===== config.mk =====
export PLATFORM = sky130hd
export DESIGN_NAME = link_liveness_tracker_top
export DESIGN_NICKNAME = d
export VERILOG_FILES = /design/src/rtl/llt_pkg.sv /design/src/rtl/link_liveness_tracker_top.sv
export SDC_FILE = /design/constraint.sdc
export NUM_CORES = 1
export LEC_CHECK = 0
export ABC_CLOCK_PERIOD_IN_PS = 16500
export BUFFER_PORTS_ARGS = -buffer_cell sky130_fd_sc_hd__buf_2
export CAP_MARGIN = 20
export CORE_MARGIN = 2
export CORE_UTILIZATION = 64
export CTS_CLUSTER_SIZE = 30
export DETAILED_ROUTE_END_ITERATION = 12
export PLACE_DENSITY = 0.86
export SLEW_MARGIN = 20
export SYNTH_ARGS = -nofsm -noshare
export SYNTH_HDL_FRONTEND = slang
export SYNTH_SLANG_ARGS = --single-unit

===== constraint.sdc =====
create_clock -name clock -period 16.5 [get_ports clock]
set_clock_uncertainty 0.05 [all_clocks]
set_input_delay 1.65 -clock clock [delete_from_list [all_inputs] [get_ports clock]]
set_output_delay 1.65 -clock clock [all_outputs]
set_load 0.005 [all_outputs]

===== src/rtl/llt_pkg.sv =====
// Shared types and codes for the link liveness tracker.
// Depends on nothing; imported by the top level and its checker.
`timescale 1ns / 1ps
`default_nettype none

package llt_pkg;

   // Event codes carried in the op field.
   typedef enum logic [2:0] {
      OP_MSG_START   = 3'd0,
      OP_MSG_VALID   = 3'd1,
      OP_MSG_ERROR   = 3'd2,
      OP_LINK_UP     = 3'd3,
      OP_LINK_LOST   = 3'd4,
      OP_ACTIVITY    = 3'd5,
      OP_STALE_CHECK = 3'd6,
      OP_CONFIG_SENT = 3'd7
   } op_type;

   typedef enum logic [1:0] {
      LINK_DISCONNECTED = 2'd0,
      LINK_CONNECTED    = 2'd1,
      LINK_ACTIVE       = 2'd2,
      LINK_STALE        = 2'd3
   } link_state_type;

   typedef enum logic [1:0] {
      PHASE_IDLE       = 2'd0,
      PHASE_PROCESSING = 2'd1,
      PHASE_VALID      = 2'd2,
      PHASE_ERROR      = 2'd3
   } message_phase_type;

   // CSR map: register i at byte address 4*i; bit 2 selects the register.
   localparam int  CSR_ADDR_WIDTH       = 3;
   localparam logic REG_SEL_STALE_TIMEOUT = 1'b0;
   localparam logic REG_SEL_GRACE_WINDOW  = 1'b1;
   localparam logic [31:0] STALE_TIMEOUT_RESET = 32'd1000;
   localparam logic [31:0] GRACE_WINDOW_RESET  = 32'd0;

   typedef struct packed {
      op_type      op;
      logic [7:0]  msg_kind;
      logic [31:0] sequence_req;
      logic [31:0] now_ms;
   } req_type;

   typedef struct packed {
      link_state_type    link_state;
      message_phase_type message_phase;
      logic [7:0]        last_type;
      logic [31:0]       last_sequence;
      logic [31:0]       total_count;
      logic [31:0]       valid_count;
      logic [31:0]       error_count;
      logic [31:0]       stale_count;
      logic              went_stale;
   } rsp_type;

endpackage

`default_nettype wire


===== src/rtl/link_liveness_tracker_top.sv =====
// Link liveness tracker: top level with event datapath, CSRs and beat flow control.
// Depends on llt_pkg.
`timescale 1ns / 1ps
`default_nettype none

// Each accepted request beat is one link event (message start/valid/error,
// link up/lost, activity, stale check, config sent) stamped with now_ms. The
// block answers every request beat with exactly one response beat holding the
// link state, message phase, last message type and sequence, the four event
// counters (low 32 bits) and a went_stale flag, all as they stand after that
// event. Throughput is one beat per clock while rsp_stall does not block the
// response register. An accepted request beat sits in the input register;
// when it fires, the event logic (three 32-bit subtracts, a 33-bit add and
// compares) updates the tracker state and loads the response register. A
// new request is taken while a finished response is still waiting; req_stall
// only rises when both the input register and the response register are full
// and rsp_stall is high. The stale timeout (address 0x0, reset 1000) and the
// grace window (address 0x4, reset 0) are written over the APB-style port;
// the user must write them only while no event is in flight, which the block
// does not enforce. Time differences wrap modulo 2^32; the grace-extended
// timeout is compared at 33 bits. A recorded time of zero means "never".
// Counters are COUNT_WIDTH bits wide and wrap.
module link_liveness_tracker_top #(
   parameter int COUNT_WIDTH = 32
) (
   input  wire                                  clock,
   input  wire                                  reset,
   // request channel
   input  wire                                  req_valid,
   output logic                                 req_stall,
   input  wire  llt_pkg::req_type               req_data,
   // response channel
   output logic                                 rsp_valid,
   input  wire                                  rsp_stall,
   output llt_pkg::rsp_type                     rsp_data,
   // configuration port
   input  wire                                  psel,
   input  wire                                  penable,
   input  wire                                  pwrite,
   input  wire  [llt_pkg::CSR_ADDR_WIDTH-1:0]   paddr,
   input  wire  [31:0]                          pwdata,
   output logic [31:0]                          prdata,
   output logic                                 pready
);

   import llt_pkg::*;

   // ---------------- configuration registers ----------------
   logic [31:0] stale_timeout_ff;
   logic [31:0] grace_window_ff;
   logic        csr_write;

   assign pready    = 1'b1;
   assign csr_write = psel & penable & pwrite;

   always_ff @(posedge clock) begin
      if (reset) begin
         stale_timeout_ff <= STALE_TIMEOUT_RESET;
         grace_window_ff  <= GRACE_WINDOW_RESET;
      end else if (csr_write) begin
         if (paddr[2] == REG_SEL_STALE_TIMEOUT) begin
            stale_timeout_ff <= pwdata;
         end else begin
            grace_window_ff <= pwdata;
         end
      end
   end

   assign prdata = (paddr[2] == REG_SEL_GRACE_WINDOW) ? grace_window_ff : stale_timeout_ff;

   // ---------------- flow control ----------------
   logic    in_valid_ff;
   req_type in_data_ff;
   logic    rsp_valid_ff;
   rsp_type rsp_data_ff;
   logic    out_busy;
   logic    fire;

   // Response register is blocked only when it holds a beat that is stalled.
   assign out_busy  = rsp_valid_ff & rsp_stall;
   assign fire      = in_valid_ff & ~out_busy;
   assign req_stall = in_valid_ff & out_busy;
   assign rsp_valid = rsp_valid_ff;
   assign rsp_data  = rsp_data_ff;

   always_ff @(posedge clock) begin
      if (reset) begin
         in_valid_ff <= 1'b0;
      end else if (!req_stall) begin
         in_valid_ff <= req_valid;
      end
   end

   always_ff @(posedge clock) begin
      if (!req_stall && req_valid) begin
         in_data_ff <= req_data;
      end
   end

   always_ff @(posedge clock) begin
      if (reset) begin
         rsp_valid_ff <= 1'b0;
      end else if (!out_busy) begin
         rsp_valid_ff <= in_valid_ff;
      end
   end

   // ---------------- tracker state ----------------
   link_state_type    link_state_ff,    link_state_in;
   message_phase_type message_phase_ff, message_phase_in;
   logic [7:0]             last_type_ff,     last_type_in;
   logic [31:0]            last_sequence_ff, last_sequence_in;
   logic [COUNT_WIDTH-1:0] total_count_ff,   total_count_in;
   logic [COUNT_WIDTH-1:0] valid_count_ff,   valid_count_in;
   logic [COUNT_WIDTH-1:0] error_count_ff,   error_count_in;
   logic [COUNT_WIDTH-1:0] stale_count_ff,   stale_count_in;
   logic [31:0]            activity_time_ff, activity_time_in;
   logic [31:0]            config_time_ff,   config_time_in;
   logic                   went_stale;

   // Stale check arithmetic: ages wrap at 32 bits, limit is 33 bits.
   logic [31:0] since_config;
   logic [31:0] activity_age;
   logic        in_grace;
   logic [32:0] stale_limit;
   logic        timed_out;

   assign since_config = in_data_ff.now_ms - config_time_ff;
   assign activity_age = in_data_ff.now_ms - activity_time_ff;
   assign in_grace     = (grace_window_ff != 32'd0) && (config_time_ff != 32'd0)
                         && (since_config < grace_window_ff);
   assign stale_limit  = {1'b0, stale_timeout_ff}
                         + (in_grace ? {1'b0, grace_window_ff - since_config} : 33'd0);
   assign timed_out    = {1'b0, activity_age} > stale_limit;

   always_comb begin
      link_state_in    = link_state_ff;
      message_phase_in = message_phase_ff;
      last_type_in     = last_type_ff;
      last_sequence_in = last_sequence_ff;
      total_count_in   = total_count_ff;
      valid_count_in   = valid_count_ff;
      error_count_in   = error_count_ff;
      stale_count_in   = stale_count_ff;
      activity_time_in = activity_time_ff;
      config_time_in   = config_time_ff;
      went_stale       = 1'b0;
      case (in_data_ff.op)
         OP_MSG_START: begin
            message_phase_in = PHASE_PROCESSING;
            last_type_in     = in_data_ff.msg_kind;
            last_sequence_in = in_data_ff.sequence_req;
            total_count_in   = total_count_ff + COUNT_WIDTH'(1);
         end
         OP_MSG_VALID: begin
            message_phase_in = PHASE_VALID;
            valid_count_in   = valid_count_ff + COUNT_WIDTH'(1);
         end
         OP_MSG_ERROR: begin
            message_phase_in = PHASE_ERROR;
            error_count_in   = error_count_ff + COUNT_WIDTH'(1);
         end
         OP_LINK_UP: begin
            link_state_in    = LINK_CONNECTED;
            activity_time_in = in_data_ff.now_ms;
         end
         OP_LINK_LOST: begin
            link_state_in    = LINK_DISCONNECTED;
            message_phase_in = PHASE_IDLE;
         end
         OP_ACTIVITY: begin
            link_state_in    = LINK_ACTIVE;
            activity_time_in = in_data_ff.now_ms;
         end
         OP_STALE_CHECK: begin
            // only an active link with a recorded activity time can go stale
            if (link_state_ff == LINK_ACTIVE && activity_time_ff != 32'd0 && timed_out) begin
               link_state_in  = LINK_STALE;
               stale_count_in = stale_count_ff + COUNT_WIDTH'(1);
               went_stale     = 1'b1;
            end
         end
         OP_CONFIG_SENT: begin
            config_time_in = in_data_ff.now_ms;
         end
         default: begin
         end
      endcase
   end

   always_ff @(posedge clock) begin
      if (reset) begin
         link_state_ff    <= LINK_DISCONNECTED;
         message_phase_ff <= PHASE_IDLE;
         last_type_ff     <= '0;
         last_sequence_ff <= '0;
         total_count_ff   <= '0;
         valid_count_ff   <= '0;
         error_count_ff   <= '0;
         stale_count_ff   <= '0;
         activity_time_ff <= '0;
         config_time_ff   <= '0;
      end else if (fire) begin
         link_state_ff    <= link_state_in;
         message_phase_ff <= message_phase_in;
         last_type_ff     <= last_type_in;
         last_sequence_ff <= last_sequence_in;
         total_count_ff   <= total_count_in;
         valid_count_ff   <= valid_count_in;
         error_count_ff   <= error_count_in;
         stale_count_ff   <= stale_count_in;
         activity_time_ff <= activity_time_in;
         config_time_ff   <= config_time_in;
      end
   end

   // Response payload: counters show their low 32 bits (zero-extended if narrower).
   always_ff @(posedge clock) begin
      if (fire) begin
         rsp_data_ff.link_state    <= link_state_in;
         rsp_data_ff.message_phase <= message_phase_in;
         rsp_data_ff.last_type     <= last_type_in;
         rsp_data_ff.last_sequence <= last_sequence_in;
         rsp_data_ff.total_count   <= 32'(total_count_in);
         rsp_data_ff.valid_count   <= 32'(valid_count_in);
         rsp_data_ff.error_count   <= 32'(error_count_in);
         rsp_data_ff.stale_count   <= 32'(stale_count_in);
         rsp_data_ff.went_stale    <= went_stale;
      end
   end

endmodule

`default_nettype wire


After elaboration in Yosys (flattened, before gate mapping)
Index checks and enable logic that the tools add are counted.

Register bits: 550. Bits in latches: 0. Memory bits (writable): 0. ROM bits: 0. Bits of input ports: 117. Memories kept: 0.

Add/sub/neg operators: 8. Multipliers: 0. Divide/modulo/power cells: 0. Order comparisons: 2. Equal/unequal tests: 8. Shift operators: 0. Muxes and demuxes: 13. Bitwise logic cells: 7. Reductions and logical operators: 15.

Operator list (number): $mux 32 (8); $add 32x1->32 const B (4); $reduce_bool 32->1 (3); $sub 32x32->32 (3); $add 32x32->33 (1); $gt 32x33->1 (1); $lt 32x32->1 (1); $pmux 2 s4 (2); $eq 3x3->1 const B (4); $mux 8 (1); $reduce_and 2->1 (4); $eq 3x2->1 const B (2); $and 1x1->1 (5); $logic_and 1x1->1 (5); $eq 3x1->1 const B (1); $logic_not 3->1 (1); $eq 2x2->1 const B (1); $mux 2 (1); $not 1->1 (2); $reduce_or 2->1 (1); $logic_not 1->1 (1); $mux 1 (1).

Logic depth before layout (Yosys ltp)
Depth after elaboration: 9. Gate-level depth with buffers: 48. Gate-level depth less buffers: 45.

Worst setup path after synthesis
No wires, ideal clock.

Path kind: reg2reg. Start point: reg in_data_ff[4] (netlist name). End point: reg rsp_data_ff, in the netlist rsp_data[10], data pin. Library setup time: 0.266 ns. Arrival time: 8.490 ns. Required time: 16.184 ns. Setup slack: 7.694 ns. Stages on the path, launching flop included: 45. Buffers on the path: 3. Period minus slack after synthesis: 8.806 ns. Cell sequence: edfxtp_1 -> ha_1 -> a21o_1 -> or3_1 -> o21a_1 -> o21ai_0 -> a21boi_0 -> o21a_1 -> o21ai_0 -> a2111oi_0 -> a311oi_1 -> ha_1 -> a21oi_1 -> nor2b_1 -> o21ai_0 -> a21oi_1 -> o311ai_0 -> o211ai_1 -> [9 not listed] -> a31oi_1 -> a41oi_1 -> o21bai_1 -> a21oi_1 -> o21bai_1 -> a21oi_1 -> xnor2_1 -> ha_1 -> a21o_1 -> a21o_1 -> a21oi_1 -> nor3_1 -> a2111oi_0 -> o211ai_1 -> nand3_1 -> clkbuf_1 -> nor3_1 -> xor2_1.

Cells in the longest elaborated chain, start to end: 9. Elaborated cells between the ends (all ways): 11. Those cells by class: add/sub (4); order compare (2); mux (3); reduce/logical (2).

Ends and longest elaborated chain: start: declaration (line link_liveness_tracker_top.sv:73) `req_type in_data_ff;`; start signal: assignment (line link_liveness_tracker_top.sv:96) `in_data_ff <= req_data;`; $sub 32x32->32 (line link_liveness_tracker_top.sv:128) `assign since_config = in_data_ff.now_ms - config_time_ff;`; $lt 32x32->1 (line link_liveness_tracker_top.sv:131) `&& (since_config < grace_window_ff);`; $logic_and 1x1->1 (line link_liveness_tracker_top.sv:131); $mux 32 (line link_liveness_tracker_top.sv:133) `+ (in_grace ? {1'b0, grace_window_ff - since_config} : 33'd0);`; $add 32x32->33 (line link_liveness_tracker_top.sv:133); $gt 32x33->1 * (line link_liveness_tracker_top.sv:134) `assign timed_out = {1'b0, activity_age} > stale_limit;`; $logic_and 1x1->1 * (line link_liveness_tracker_top.sv:177) `if (link_state_ff == LINK_ACTIVE && activity_time_ff != 32'd0 && timed_out) begin`; $mux 32 * (line link_liveness_tracker_top.sv:177); $mux 32 * (line link_liveness_tracker_top.sv:148) `case (in_data_ff.op)`; via stale_count_in[9] (line link_liveness_tracker_top.sv:116) `logic [COUNT_WIDTH-1:0] stale_count_ff, stale_count_in;`; end: declaration (line link_liveness_tracker_top.sv:75) `rsp_type rsp_data_ff;`.

Mark *: on every way through the listed nets, which the timed path passes. The rest lies on a longest branch. A chain may end at the register's enable or synchronous reset.

Final worst setup path
Start point: reg in_data_ff[4] (netlist name). End point: reg stale_count_ff[27].

Cells in the longest elaborated chain, start to end: 9. Elaborated cells between the ends (all ways): 11. Those cells by class: add/sub (4); order compare (2); mux (3); reduce/logical (2).

Ends and longest elaborated chain: $sub 32x32->32 (line link_liveness_tracker_top.sv:128); $lt 32x32->1 (line link_liveness_tracker_top.sv:131); $logic_and 1x1->1 (line link_liveness_tracker_top.sv:131); $mux 32 (line link_liveness_tracker_top.sv:133); $add 32x32->33 (line link_liveness_tracker_top.sv:133); $gt 32x33->1 * (line link_liveness_tracker_top.sv:134); $logic_and 1x1->1 * (line link_liveness_tracker_top.sv:177); $mux 32 * (line link_liveness_tracker_top.sv:177); $mux 32 * (line link_liveness_tracker_top.sv:148); end signal: assignment (line link_liveness_tracker_top.sv:211) `stale_count_ff <= stale_count_in;`; end: declaration (line link_liveness_tracker_top.sv:116).

Mark *: on every way between the ends. The rest lies on a longest branch, timed or not.

==> results.json <==
{
  "status": "complete, no violations",
  "io_pins": 325,
  "syn_area_per_cell_um2": 9.33,
  "track_usage": 0.311,
  "ctsLongestPathBuffers": 3,
  "swShare": 0.246,
  "synth_top_area_frac": 0.254,
  "synth_async_sr_flop_share": 0,
  "slowest_delay_ps": 720,
  "rows": 78,
  "hold_viol_final": 0,
  "fin_ws_ps": 5370,
  "layout-drive-gt1-share": 0.161,
  "via_count": 24400,
  "fin_nets": 3691,
  "wl_per_cell_um": 18.8,
  "finalCoreUtilization": 0.735,
  "hold_buffers": 0,
  "viasPerCell": 6.00,
  "die_h_um": 218,
  "ir_drop_uv": 107,
  "antenna_found_initial": 7,
  "synth_warnings": 0,
  "synth_cell_type_count": 83,
  "post-route-drc-count": 0,
  "postCtsSetupRepairBufs": 0,
  "synthesis.nets": 3424,
  "synth_seq_cells": 550,
  "clkTransAtPathRegs_ps": 60,
  "syn_to_final_growth_pct": 13.6,
  "grt_max_degree": 119,
  "critPathArrivalTime_ps": 11620,
  "required_ps": 16990,
  "end_kind": "flip-flop",
  "clk_latency_ps": 630,
  "cts_buffers": 55,
  "startpoint_type": "flip-flop",
  "grt_setup_unrepaired": "false",
  "grt_first_pass_wirelength_mm": 119,
  "post-route-period-util": 0.675,
  "drt_iter0_drc": 2381,
  "setup-violations-final": 0,
  "cts-resized-gates": 0,
  "core_um2": 45300,
  "drtAntennaViolNets": 0,
  "place_congestion": 1.00,
  "dieArea_um2": 47500,
  "p_switching_uw": 790,
  "routed_wl_mm": 76.2,
  "crit_fanout": 34,
  "maxCapViolCount": 0,
  "pwr-share-clk": 0.419,
  "whs_ps": 421,
  "tightest_slew_ps": 983,
  "synth_edf_count": 248,
  "cts_tree": "built",
  "h-tree-depth": 2,
  "root_buffer": "clkbuf_16",
  "start_util": 0.647,
  "grt_pass1_vias": 23300,
  "synth_area_leaders": "edfxtp_1 (25%), dfxtp_1 (21%), ha_1 (6.9%)",
  "n_fill_cell": 3154,
  "relSlewSlack": 0.344,
  "mostFrequentLayoutCell": "nand2_1",
  "drt-pass1-iter-count": 6,
  "dp_slack_ps": 5630,
  "p_leak_nw": 13.1,
  "hp-class": "reg -> reg",
  "fmax_ghz": 0.0898,
  "grt-ovfl-total": 0,
  "final_cell_mix": "nand2_1 (416), nor2_1 (324), buf_2 (320), dfxtp_1 (302), a21oi_1 (290)",
  "largest_reg_flops": 173,
  "crit_path_top_delay_cell": "nand3_1",
  "ys_seq_area_frac": 0.461,
  "portBuffers": 321,
  "maxSlewViolCount": 0,
  "cts_num_sinks": 550,
  "internal-power_mw": 2.42,
  "yosysTopAreaCell": "edfxtp_1",
  "fin_crit_ps": 11130,
  "syn_area_um2": 29300,
  "power_density_nw_per_um2": 96.4,
  "syn_inst": 3141,
  "synthFlopType": "dfxtp_1",
  "p_comb_frac": 0.112,
  "finalPower_mw": 3.21,
  "final.setup.tns_ps": 0,
  "dp_hpwl_mm": 54.0,
  "timing.setup.critical_path_class": "reg -> reg",
  "seqPwrFrac": 0.469,
  "die_w_um": 218
}
stage by stage:
step	instances	instance area, um2
6_report	4062	33300
5_1_grt	4059	33300
4_1_cts	4055	33200
3_5_place_dp	3951	31300
3_3_place_gp	3951	31300
2_1_floorplan	3141	29300
power groups by stage:
stage | Sequential [mW] | Combinational [mW] | Clock (mW)
after CTS | 1.50 | 0.353 | 1.36
after global routing | 1.51 | 0.394 | 1.41
after global placement | 1.53 | 0.339 | 0
final | 1.50 | 0.360 | 1.34
after detailed placement | 1.53 | 0.350 | 0
after floorplan | 1.53 | 0.237 | 0
worst max-delay path, delay by kind of cell (launching register included):
family                     cells  cell delay (ps)
AOI/OAI and AO/OA             23             5460
DFF                            1              480
adders and majority gates      4             1330
and+or+nand+nor               10             3420
buffers and inverters          1              340
kinds of logic after synthesis:
| kind of cell | synth area share |
|---|---|
| flip-flops | 0.461 |
| multiplexers | 0.0314 |
| XOR/XNOR | 0.0876 |
| AO/OA/AOI/OAI | 0.123 |
| buffers and inverters | 0.0337 |
| AND/OR/NAND/NOR | 0.191 |
| other | 0.000128 |
| adder cells (fa/ha/maj) | 0.0719 |
final cells by class:
class	instances	area, um2	area share
inverter	115	439	0.0132
antenna	7	17.5	0.000526
clock inverter	42	528	0.0159
tap	600	751	0.0226
sequential	550	13500	0.406
multi-input combinational	2348	14900	0.446
timing repair buffer	338	1750	0.0525
clock buffer	62	1440	0.0434
routing by layer:
| metal | vias up | wire (um) | global-route usage |
|---|---|---|---|
| met4 | 4 | 3120 | 0.123 |
| met3 | 181 | 5800 | 0.0450 |
| met2 | 1026 | 36200 | 0.525 |
| met1 | 11500 | 31000 | 0.405 |
| li1 | 11600 | - | - |
| met5 | - | 26 | 0 |
path summary, 6_finish.rpt:
kind	slack, ps	to	cells after the start	start
min	420	config_time_ff[26]$_SDFFE_PP0P_	2	config_time_ff[26]$_SDFFE_PP0P_
min reg2reg	420	config_time_ff[26]$_SDFFE_PP0P_	2	config_time_ff[26]$_SDFFE_PP0P_
max	5370	stale_count_ff[27]$_SDFFE_PP0P_	38	in_data_ff[4]$_DFFE_PP_
max reg2reg	5370	stale_count_ff[27]$_SDFFE_PP0P_	38	in_data_ff[4]$_DFFE_PP_
cells in the mapped netlist, drive strengths merged (36+ instances only):
library cell / instances
or3: 56
nand3: 75
edfxtp: 248
nor3: 93
a21o: 57
nand2: 418
inv: 114
mux2: 79
xnor2: 128
dfxtp: 302
a21oi: 291
xor2: 165
o21ai: 107
ha: 162
nand4: 48
and3: 36
nor2: 327
clkbuf: 106
No activity file was read; power rests on OpenSTA's default activity.
